## src/hw/rtl/mbe_pkg.sv

```systemverilog
package mbe_pkg;

   localparam int FRAC_BITS  = 28;
   localparam int CSR_IDX_W  = 3;
   localparam int CSR_DATA_W = 32;

   localparam logic [CSR_IDX_W-1:0] CSR_X_START    = 3'd0;
   localparam logic [CSR_IDX_W-1:0] CSR_X_STEP     = 3'd1;
   localparam logic [CSR_IDX_W-1:0] CSR_Y_START    = 3'd2;
   localparam logic [CSR_IDX_W-1:0] CSR_Y_STEP     = 3'd3;
   localparam logic [CSR_IDX_W-1:0] CSR_MAX_ITERS  = 3'd4;
   localparam logic [CSR_IDX_W-1:0] CSR_LINE_WIDTH = 3'd5;

   localparam logic [15:0] MAX_ITERS_RESET  = 16'd256;
   localparam logic [12:0] LINE_WIDTH_RESET = 13'd4096;

   // 4.0 in Q8.56
   localparam logic [63:0] ESCAPE_LIMIT = 64'h0400_0000_0000_0000;

   typedef struct packed {
      logic [11:0] column;
      logic [11:0] row;
   } req_type;

   typedef struct packed {
      logic [15:0] iterations;
      logic [23:0] pixel_index;
      logic        written;
   } rsp_type;

   typedef struct packed {
      logic load_px;
      logic c_mul;
      logic c_add;
      logic z_mul;
      logic z_update;
      logic load_rsp;
   } cmd_type;

   typedef struct packed {
      logic outside;
      logic stop;
   } status_type;

endpackage

```

## src/hw/rtl/mbe_ctrl.sv

```systemverilog
module mbe_ctrl (
   input  logic                clock,
   input  logic                reset,
   input  logic                req_valid,
   output logic                req_ready,
   output logic                rsp_valid,
   input  logic                rsp_ready,
   input  mbe_pkg::status_type status,
   output mbe_pkg::cmd_type    cmd
);
   import mbe_pkg::*;

   typedef enum logic [5:0] {
      S_IDLE  = 6'b000001,
      S_CMUL  = 6'b000010,
      S_CADD  = 6'b000100,
      S_ZMUL  = 6'b001000,
      S_ZUPD  = 6'b010000,
      S_DONE  = 6'b100000
   } state_type;

   state_type state_ff, state_in;
   logic      rsp_valid_ff, rsp_valid_in;

   always_comb begin
      state_in = state_ff;
      cmd      = '0;
      case (state_ff)
         S_IDLE: begin
            if (req_valid) begin
               cmd.load_px = 1'b1;
               state_in    = S_CMUL;
            end
         end
         S_CMUL: begin
            cmd.c_mul = 1'b1;
            state_in  = S_CADD;
         end
         S_CADD: begin
            cmd.c_add = 1'b1;
            state_in  = status.outside ? S_DONE : S_ZMUL;
         end
         S_ZMUL: begin
            cmd.z_mul = 1'b1;
            state_in  = S_ZUPD;
         end
         S_ZUPD: begin
            if (status.stop) begin
               state_in = S_DONE;
            end else begin
               cmd.z_update = 1'b1;
               state_in     = S_ZMUL;
            end
         end
         S_DONE: begin
            if (!rsp_valid_ff || rsp_ready) begin
               cmd.load_rsp = 1'b1;
               state_in     = S_IDLE;
            end
         end
         default: begin
            state_in = S_IDLE;
         end
      endcase
   end

   always_comb begin
      rsp_valid_in = rsp_valid_ff;
      if (rsp_ready) begin
         rsp_valid_in = 1'b0;
      end
      if (cmd.load_rsp) begin
         rsp_valid_in = 1'b1;
      end
   end

   always_ff @(posedge clock) begin
      if (reset) begin
         state_ff     <= S_IDLE;
         rsp_valid_ff <= 1'b0;
      end else begin
         state_ff     <= state_in;
         rsp_valid_ff <= rsp_valid_in;
      end
   end

   assign req_ready = (state_ff == S_IDLE);
   assign rsp_valid = rsp_valid_ff;

endmodule

```

## config.mk

```make
export PLATFORM = sky130hd
export DESIGN_NAME = mbe_ctrl
export DESIGN_NICKNAME = d
export VERILOG_FILES = /design/src/hw/rtl/mbe_pkg.sv /design/src/hw/rtl/mbe_ctrl.sv
export SDC_FILE = /design/constraint.sdc
export NUM_CORES = 1
export LEC_CHECK = 0
export BUFFER_PORTS_ARGS = -buffer_cell sky130_fd_sc_hd__buf_2
export CAP_MARGIN = 20
export CORE_AREA = 2 2 39 41
export CTS_BUF_LIST = sky130_fd_sc_hd__clkbuf_2 sky130_fd_sc_hd__clkbuf_4 sky130_fd_sc_hd__clkbuf_8
export CTS_CLUSTER_DIAMETER = 40
export DETAILED_ROUTE_END_ITERATION = 10
export DIE_AREA = 0 0 41 43
export PLACE_DENSITY = 0.58
export SLEW_MARGIN = 15
export SYNTH_ARGS = -nofsm -noshare
export SYNTH_HDL_FRONTEND = slang
export SYNTH_SLANG_ARGS = --single-unit
```

## constraint.sdc

```tcl
create_clock -name clock -period 1.48 [get_ports clock]
set_input_delay 0.222 -clock clock [delete_from_list [all_inputs] [get_ports clock]]
set_output_delay 0.222 -clock clock [all_outputs]
set_load 0.005 [all_outputs]
```

# Yosys cells after proc, flatten, opt, wreduce, memory -nomap -nowiden
# Cells that the tools add are included.
# totals
regBits	7
in_bits	6
out_inout_bits	8
word_cells	30
# classes
n_eq_ne	8
n_mux	16
n_reduce_logical	4
# ops
cell	n
6-bit case mux with 6 select lines	1
6-bit two-way mux	4
1-bit two-way mux	11
6-bit by 1-bit == test with 1-bit output (second input constant)	1
6-bit by 2-bit == test with 1-bit output (second input constant)	1
6-bit by 3-bit == test with 1-bit output (second input constant)	1
6-bit by 4-bit == test with 1-bit output (second input constant)	1
6-bit by 5-bit == test with 1-bit output (second input constant)	1
6-bit == test (second input constant)	1
2-bit inequality test (second input constant)	2
2-bit AND reduction	1
2-bit nonzero test	1
1-bit zero test	1
1-bit logical OR	1

# Logic depth before layout (Yosys ltp)
# Gate-level depths: netlist (run 1).
# depth
word_depth	5
ltp_mapped	5
mapped_depth_nobuf	4

# Worst setup path after synthesis (run 1)
# OpenSTA, ideal clock, no wires.
# synth_timing
path_type	register to output
start	register state_ff[1]
end	output port cmd[0] (netlist bit)
arrival_time_ns	0.913
t_required_ns	1.258
slack_ns	0.345
stages_incl_launch_ff	5
path_buffers	1
cell_sequence	dfxtp_1 -> nor3_1 -> nand3_1 -> nor2_1 -> buf_4
# synth_rtl
element	line_no	text
start: declaration	mbe_ctrl.sv:22	state_type state_ff, state_in;
start signal: assignment	mbe_ctrl.sv:82	state_ff <= state_in;
end: declaration	mbe_ctrl.sv:9	output mbe_pkg::cmd_type cmd

==> out/results.ini, run 1 <==
[global_route]
antenna_found_initial=0
grt_max_degree=10
grt_util_all_layers_pct=11.6
overflow=0
grt_pass1_vias=301
grt_first_pass_wirelength_um=1330

[timing]
worstMarginPinSlew_ns=0.297
finalCriticalPeriod_ns=1.50
finalHoldViolations=0
setup_violations=1
finClkSkew_ns=0.00545
max_slew_margin_pct=80.1
finalCritPeriodShare_pct=101
max_freq_mhz=666
rsz0062_at_grt=true
maxSlewViolCount=0
layout_setup_ws_ns=-0.0206
hold_ws_ns=0.220

[setup_path]
worstPathRequired_ns=1.26
crit_arrival_ns=1.28
crit_type=register to output pin
cp-end-kind=output pin
cp-start-kind=register
crit_fanout=5

[detailed_routing]
drt_iter0_drc=7
vias=367
vias_per_cell=4.77
wl_per_cell_um=11.4
drt_first_pass_iters=4
antenna_left=0
drc=0
drt_wl_total_um=878

[clock_network]
clock_latency_ns=0.25
htree_levels=1
clock-root-buffer=clkbuf_4
path_clk_slew_ns=0.06
cts_buffer_depth=2
cts_setup_buffers=0
cts_tree=done
cts_buffers=3
numClockSinks=7

[power]
ir_drop_v=0.000529
power_density_nw_per_um2=969
leakage_uw=0.000230

[die]
fp.dieH_um=43
dieWidth_um=41
start_util_pct=28.5
rows=14
die_area_um2=1760
ios=14
core_um2=1380

[synth]
synth_area_leaders=dfxtp_1 (36%), nor2_1 (6.7%), and4b_1 (5.1%), nand4b_2 (3.8%), a31oi_1 (3.2%)
synth_cell_types=28
synth_common_cells=dfxtp_1 (7), nor2_1 (7), nand2_1 (3)
seq_area_frac_synth_pct=35.6
synth-edff-count=0
syn_avg_cell_area_um2=8.57
yosysWarningCount=0
synth_ff_type=dfxtp_1
async_reset_ff_share_pct=0
syn-cell-area_um2=394
yosysTopAreaCell=dfxtp_1
synth.ff_latch_count=7
yosys.area.top_type_share_pct=35.6
synth_nets=52
syn_inst=46

[cells_and_area]
area.growth.synth_to_final_pct=28.6
design_area_um2=507
drive_above_1_share_pct=42.6
antenna_cells=0
nFillCells=164
fin_nets=68

[run_status]
status=finished with violations
violations=negative setup slack

[job]
maxCapViolCount=0

[place]
gp_congestion=0.778
port_buffers=13
placed_cell_area_um2=460
dp_hpwl_um=656

[worst_hold_path]
hp-class=primary input to register

==> logic make-up after synthesis <==
kind of cell,share of synthesized area (%)
buffers and inverters,6.67
DFF,35.6
xor gates and xnor gates,2.22
and+or+nand+nor,45.7
AOI/OAI and AO/OA,9.84
==> worst paths after layout <==
| path | endpoint | slack (ns) | startpoint | cells past startpoint |
|---|---|---|---|---|
| worst max register to register | state_ff[0] | 0.28 | state_ff[1] | 4 |
| worst min-delay path | state_ff[5] | 0.22 | status[1] | 3 |
| worst min register to register | state_ff[4] | 0.56 | state_ff[5] | 1 |
| worst max-delay path | cmd[5] | -0.02 | state_ff[2] | 4 |
==> metal layers <==
metal,vias up,part of all wire [%],track usage (%)
met5,-,0,0
met4,0,2.4,10.0
met3,2,5.6,4.71
met2,10,43,13.8
met1,163,49,15.4
li1,192,-,-
==> worst max-delay path, cell delays in order (launching register included) <==
cell	delay [ns]
dfxtp_2	0.35
nor2_4	0.15
and4b_2	0.28
and2_4	0.14
buf_2	0.10
==> state kept, by name, summed over array words and instances (netlist names) <==
register	flops
state_ff	6
rsp_valid	1
==> area by class of cell <==
class,count,area [um^2],share of cell area [%]
inverter,2,7.51,1.48
clock buffer,4,30.0,5.93
multi-input combinational,35,240,47.4
tap,16,20.0,3.95
sequential,7,144,28.4
timing repair buffer,13,65.1,12.8
==> placed cells by master, fill, tap and decap left out <==
cell type  count
and2_4         1
clkbuf_4       4
nor2_4         2
buf_2         13
nand3_1        1
nor2_1         6
nor4b_1        1
and2b_1        1
nand4_1        1
nor2_2         1
nor3b_1        1
and4b_2        1
a2bb2oi_1      1
nand4b_2       1
nand3b_1       1
o21ai_0        1
a31oi_1        2
nor3_1         1
a21oi_1        1
dfxtp_1        4
a22oi_1        1
or2_0          1
and3b_1        1
dfxtp_2        3
xnor2_1        1
nor4_1         1
inv_1          2
nand2_1        3
and4b_1        2
nor2b_1        1
==> where the power goes <==
part	internal, uW	switching [uW]
logic	42.7	38.3
clock network	122	79.6
registers	197	11.6
total	361	130
==> stage by stage <==
stage          setup TNS, ns  setup slack [ns]  instances  power (uW)  util (%)
6_report             -0.0206           -0.0206         77         491      36.6
5_1_grt               -0.138           -0.0730         77         516      36.6
4_1_cts              -0.0588           -0.0488         77         492      36.1
3_5_place_dp               0             0.174         73         287      33.3
3_3_place_gp               0             0.184         73         286      33.3
2_1_floorplan              0             0.345         46         258         -
==> what timing repair did <==
| item | 4_1_cts | 5_1_grt |
|---|---|---|
| hold buffers | 0 | 0 |
| pin swaps | 0 | 2 |
| gates resized for setup | 3 | 3 |
| setup endpoints to repair | 3 | 5 |
Note: power is estimated with default switching activity, not from simulation.
==> inputs of run 2 (changes only) <==
--- a/config.mk
+++ b/config.mk
@@ -13,6 +13,7 @@
 export DETAILED_ROUTE_END_ITERATION = 10
 export DIE_AREA = 0 0 41 43
 export PLACE_DENSITY = 0.58
+export SETUP_SLACK_MARGIN = 0.4
 export SLEW_MARGIN = 15
 export SYNTH_ARGS = -nofsm -noshare
 export SYNTH_HDL_FRONTEND = slang
==> constraint.sdc (replaced) <==
create_clock -name clock -period 1.8 [get_ports clock]
set_input_delay 0.27 -clock clock [delete_from_list [all_inputs] [get_ports clock]]
set_output_delay 0.27 -clock clock [all_outputs]
set_load 0.005 [all_outputs]
==> run 2 against run 1 <==
Compared with the run above:
- the flow now finishes without violations
- final area rose by 6.4%
- via count grew 1.6%
- hold slack gained 0.051 ns
- first-iteration DRC count shrank 71%
- sequential power is 19% lower
- power shrank 16%
- global-route usage rose by 0.60 points
- count of clock-buffer cells in the layout stayed put
- critical path depth did not move
- combinational power fell by 2.5%
- final cell count is 3.9% higher
- sequential cell count is the same
- critical path type unchanged
- largest power group unchanged
==> out/results.ini, run 2 (same netlist as run 1, synthesis figures left out) <==
[job]
maxCapViolCount=0  ; unchanged

[clock_network]
clock_latency_ns=0.25  ; about the same
cts_buffers=3  ; unchanged
htree_levels=1  ; unchanged
cts_buffer_depth=2  ; unchanged
clock-root-buffer=clkbuf_4
cts_tree=done
numClockSinks=7  ; unchanged
path_clk_slew_ns=0.06  ; about the same
cts_hold_buf=0  ; unchanged

[die]
core_um2=1380  ; unchanged
fp.dieH_um=43  ; unchanged
rows=14  ; unchanged
dieWidth_um=41  ; unchanged
start_util_pct=28.5  ; unchanged
ios=14  ; unchanged
die_area_um2=1760  ; unchanged

[setup_path]
critical_path.startpoint=state_ff[5]
path_cells=nor2_1 > and4b_2 > and2_4 > buf_6
critical_path.slowest_cell=dfxtp_2
crit_arrival_ns=1.25  ; -0.03 ns
critPathTopFamily=simple AND/OR/NAND/NOR gates
max_stage_delay_ns=0.43  ; +0.08 ns
cp-start-kind=register
cp-end-kind=output pin
crit_buf_inv=1  ; unchanged
crit_type=register to output pin
worstPathRequired_ns=1.53  ; +0.27 ns
crit_fanout=9  ; +4
r2r_start=state_ff[1]

[cells_and_area]
largest_register_ffs=6  ; unchanged
final_cell_mix=buf_2 (12), nor2_1 (6), clkbuf_4 (4)
design_area_um2=539  ; +6.4%
regMostFlops=state_ff
antenna_cells=0  ; unchanged
layout_commonest_cell=buf_2
fin_nets=71  ; +4.4%
nFillCells=148  ; -9.8%
area.growth.synth_to_final_pct=36.8
drive_above_1_share_pct=48.4  ; +5.8 points

[timing]
maxSlewViolCount=0  ; unchanged
finalCriticalPeriod_ns=1.52
setup_violations=0  ; -1
rsz0062_at_grt=true
finalHoldViolations=0  ; unchanged
max_freq_mhz=659
max_slew_margin_pct=80.0  ; -0.10 points
worstMarginPinSlew_ns=0.298  ; +0.00111 ns
fin_setup_tns_ns=0  ; +0.0206 ns
finClkSkew_ns=0.00188  ; -0.00357 ns
finalCritPeriodShare_pct=84.3

[detailed_routing]
drt_iter0_drc=2  ; -5
vias=373  ; +1.6%
antenna_left=0  ; unchanged
vias_per_cell=4.66  ; -2.2%
wl_per_cell_um=11.8  ; +3.2%
drt_first_pass_iters=4  ; unchanged
drt_wl_total_um=941  ; +7.2%
drc=0  ; unchanged

[global_route]
grt_first_pass_wirelength_um=1390  ; +4.7%
grt_util_all_layers_pct=12.2  ; +0.60 points
antenna_found_initial=0  ; unchanged
overflow=0  ; unchanged
grt_max_degree=10  ; unchanged
grt_pass1_vias=330  ; +9.6%

[run_status]
status=finished, final reports clean

[power]
ir_drop_v=0.000428  ; -19%
leakage_uw=0.000247  ; +7.2%
power_density_nw_per_um2=763  ; -21%

[place]
placed_cell_area_um2=460  ; unchanged
gp_congestion=0.778  ; unchanged
dp_hpwl_um=657  ; about the same
port_buffers=13  ; unchanged

[worst_hold_path]
hp-class=primary input to register
holdCritStartpoint=status[1]

==> run 2: cell count changes in the layout (fill, tap and decap cells not counted) <==
cell and delta:
buf_2 -1, dfxtp_1 -1, nor3_1 -1, nor3_2 +1
buf_4 +3, nor2_2 +1, nor2_4 -1, buf_6 +1
dfxtp_4 +1
==> run 2: what timing repair did <==
item,CTS,global route
resized for setup,8,1
buffers inserted,3,0
pin swaps,3,2
gates cloned,0,0
setup endpoints to repair,7,7
==> run 2: power breakdown <==
part           switching, uW  internal [uW]  total [uW]
registers               8.75            161         169
logic                   34.3           44.7        79.0
clock network           62.9            100         163
==> run 2: through the flow <==
step                std cells  power (uW)  utilization (%)  hold slack [ns]  worst slack (ns)
finish                     80         411             39.0            0.271             0.283
global route               80         434             39.0            0.280             0.244
CTS                        80         414             38.6            0.268             0.294
detailed placement         73         236             33.3            0.545             0.450
global placement           73         235             33.3            0.544             0.456
floorplan                  46         213                -            0.339             0.617
==> run 2: path summary, 6_finish.rpt <==
check	end	slack (ns)	cells after the start
max reg2reg	state_ff[5]	0.62	5
min reg2reg	state_ff[4]	0.55	1
min	state_ff[5]	0.27	3
max	cmd[5]	0.28	4
==> run 2: worst register-to-register path: stages (launching register included) <==
cell and delay (ns):
dfxtp_2 0.35, nor2_4 0.13, buf_4 0.13, nand4b_2 0.13, or2_0 0.22, a31oi_1 0.15
==> run 2: final cells by class <==
class / count / area, um^2 / share of cell area (%)
tap: 16 / 20.0 / 3.71
sequential: 7 / 148 / 27.4
clock buffer: 4 / 30.0 / 5.57
timing repair buffer: 16 / 93.8 / 17.4
inverter: 2 / 7.51 / 1.39
multi-input combinational: 35 / 240 / 44.5
==> run 2: layer usage <==
layer,track usage [%],vias up,wire [um]
li1,-,198,-
met1,14.1,163,458
met2,16.9,10,421
met3,4.71,2,43
met4,10.0,0,17
met5,0,-,0
==> inputs of run 3 (changes only) <==
--- a/config.mk
+++ b/config.mk
@@ -12,7 +12,7 @@
 export CTS_CLUSTER_DIAMETER = 40
 export DETAILED_ROUTE_END_ITERATION = 10
 export DIE_AREA = 0 0 41 43
-export PLACE_DENSITY = 0.58
+export PLACE_DENSITY = 0.6
 export SETUP_SLACK_MARGIN = 0.4
 export SLEW_MARGIN = 15
 export SYNTH_ARGS = -nofsm -noshare
==> constraint.sdc (replaced) <==
create_clock -name clock -period 1.3 [get_ports clock]
set_input_delay 0.195 -clock clock [delete_from_list [all_inputs] [get_ports clock]]
set_output_delay 0.195 -clock clock [all_outputs]
set_load 0.005 [all_outputs]
==> run 3 against run 2 <==
Compared with the run above:
- first-iteration DRC count rose to 2.5 times the previous value
- sequential power grew 37%
- the flow now finishes with violations (negative setup slack)
- largest power group unchanged
- routed wire length increased by 27%
- power is 49% higher
- final cell count rose by 8.8%
- die area did not move
- combinational power rose by 92%
- setup slack worse by 0.42 ns
- hold slack worse by 0.074 ns
- core utilization grew 7.9 points
- sequential share of layout area down 2.5 points
==> out/results.ini, run 3 (same netlist as run 1, synthesis figures left out) <==
[cells_and_area]
drive_above_1_share_pct=62.0  ; +14 points
area.growth.synth_to_final_pct=64.4
multiInputGateArea_um2=277  ; +15%
nFillCells=136  ; -8.1%
antenna_cells=0  ; unchanged
stdcell_count=87  ; +8.8%
utilization_pct=46.8  ; +7.9 points
largest_register_ffs=6  ; unchanged
layout_commonest_cell=buf_2
fin_nets=78  ; +9.9%
final_cell_mix=buf_2 (11), buf_4 (10), nor2_1 (6), dfxtp_4 (5), clkbuf_4 (4)
regMostFlops=state_ff
final-seq-area_um2=161  ; +9.3%

[die]
die_area_um2=1760  ; unchanged
start_util_pct=28.5  ; unchanged
fp.dieH_um=43  ; unchanged
rows=14  ; unchanged
dieWidth_um=41  ; unchanged
ios=14  ; unchanged
core_um2=1380  ; unchanged

[setup_path]
cp-end-kind=output pin
max_stage_delay_ns=0.36  ; -0.07 ns
cp-start-kind=register
crit_arrival_ns=1.24  ; about the same
critical_path.slowest_cell=dfxtp_4
worstPathRequired_ns=1.11  ; -0.42 ns
path_cells=nor2_4 > and4b_2 > and2_4 > buf_6
crit_fanout=4  ; -5
crit_type=register to output pin

[timing]
finClkSkew_ns=0.000669  ; -0.00121 ns
maxSlewViolCount=0  ; unchanged
max_freq_mhz=697
worstMarginPinSlew_ns=0.244  ; -0.0538 ns
fin_setup_tns_ns=-0.479  ; -0.479 ns
max_slew_margin_pct=83.6  ; +3.7 points
hold_ws_ns=0.197  ; -0.0743 ns
finalCritPeriodShare_pct=110
finalHoldViolations=0  ; unchanged
finalCriticalPeriod_ns=1.44
layout_setup_ws_ns=-0.135  ; -0.418 ns
setup_violations=7  ; +7
rsz0062_at_grt=true

[detailed_routing]
wl_per_cell_um=13.7  ; +17%
antenna_left=0  ; unchanged
drt_iter0_drc=5  ; +3
vias=449  ; +20%
drt_wl_total_um=1190  ; +27%
vias_per_cell=5.16  ; +11%
drt_first_pass_iters=3  ; -1
drc=0  ; unchanged

[power]
ir_drop_v=0.000460  ; +7.5%
leakage_uw=0.000301  ; +22%
power_density_nw_per_um2=944  ; +24%

[clock_network]
clock_latency_ns=0.26  ; about the same
cts_buffer_depth=2  ; unchanged
numClockSinks=7  ; unchanged
htree_levels=1  ; unchanged
cts_buffers=3  ; unchanged
clock-root-buffer=clkbuf_4
path_clk_slew_ns=0.05  ; about the same
cts_tree=done

[global_route]
antenna_found_initial=0  ; unchanged
grt_util_all_layers_pct=16.3  ; +4.0 points
grt_pass1_vias=386  ; +17%
grt_first_pass_wirelength_um=1820  ; +31%
grt_max_degree=9  ; -1
overflow=0  ; unchanged

[place]
port_buffers=13  ; unchanged
place_inst=73  ; unchanged
gp_congestion=0.771  ; -0.87%

[run_status]
violations=negative setup slack
status=finished with violations

[worst_hold_path]
hp-class=primary input to register

[job]
maxCapViolCount=0  ; unchanged

-- run 3: cell types whose count changed in the layout (fill, tap and decap cells not counted), sizes merged --
cell / before / now
buf: 16 / 23
-- run 3: through the flow --
| stage | power, uW | instance area [um^2] | setup slack (ns) |
|---|---|---|---|
| 2_1_floorplan | 300 | 418 | 0.229 |
| 3_3_place_gp | 332 | 484 | 0.138 |
| 3_5_place_dp | 333 | 484 | 0.126 |
| 4_1_cts | 600 | 619 | -0.116 |
| 5_1_grt | 650 | 648 | -0.185 |
| 6_report | 612 | 648 | -0.135 |
-- run 3: power by group --
group	leakage [uW]	switching (uW)	internal [uW]	total, uW
registers	0.0000610	14.0	217	231
clock network	0.0000184	90.1	139	229
logic	0.000222	63.7	88.2	152
-- run 3: worst paths after layout --
check | slack, ns | depth (start not counted) | startpoint | endpoint
setup / recovery | -0.14 | 4 | state_ff[1] | cmd[5]
setup reg to reg | 0.02 | 6 | state_ff[2] | state_ff[0]
hold reg to reg | 0.57 | 1 | state_ff[3] | state_ff[4]
hold / removal | 0.20 | 3 | status[1] | state_ff[5]
-- run 3: area by class of cell --
cell class	instances	share of cell area, %
Tap cell	16	3.09
Clock buffer	4	4.63
Multi-Input combinational cell	35	42.7
Sequential cell	7	24.9
Timing Repair Buffer	23	23.6
Inverter	2	1.16
-- run 3: repair_timing --
item / 4_1_cts / 5_1_grt
pin swaps: 11 / 4
buffers inserted: 8 / 2
setup endpoints to repair: 13 / 15
gates resized for setup: 11 / 3
hold buffers: 0 / 0
-- run 3: critical path, delay by kind of cell (launching register included) --
kind | cells | cell delay [ns]
and+or+nand+nor | 3 | 0.54
DFF | 1 | 0.36
buffers and inverters | 1 | 0.08
-- run 3: layer usage --
metal | global-route usage [%] | routed length [um] | up-vias
met5 | 0 | 0 | -
met4 | 10.0 | 32 | 0
met3 | 8.38 | 69 | 4
met2 | 23.4 | 597 | 13
met1 | 18.1 | 494 | 216
li1 | - | - | 216
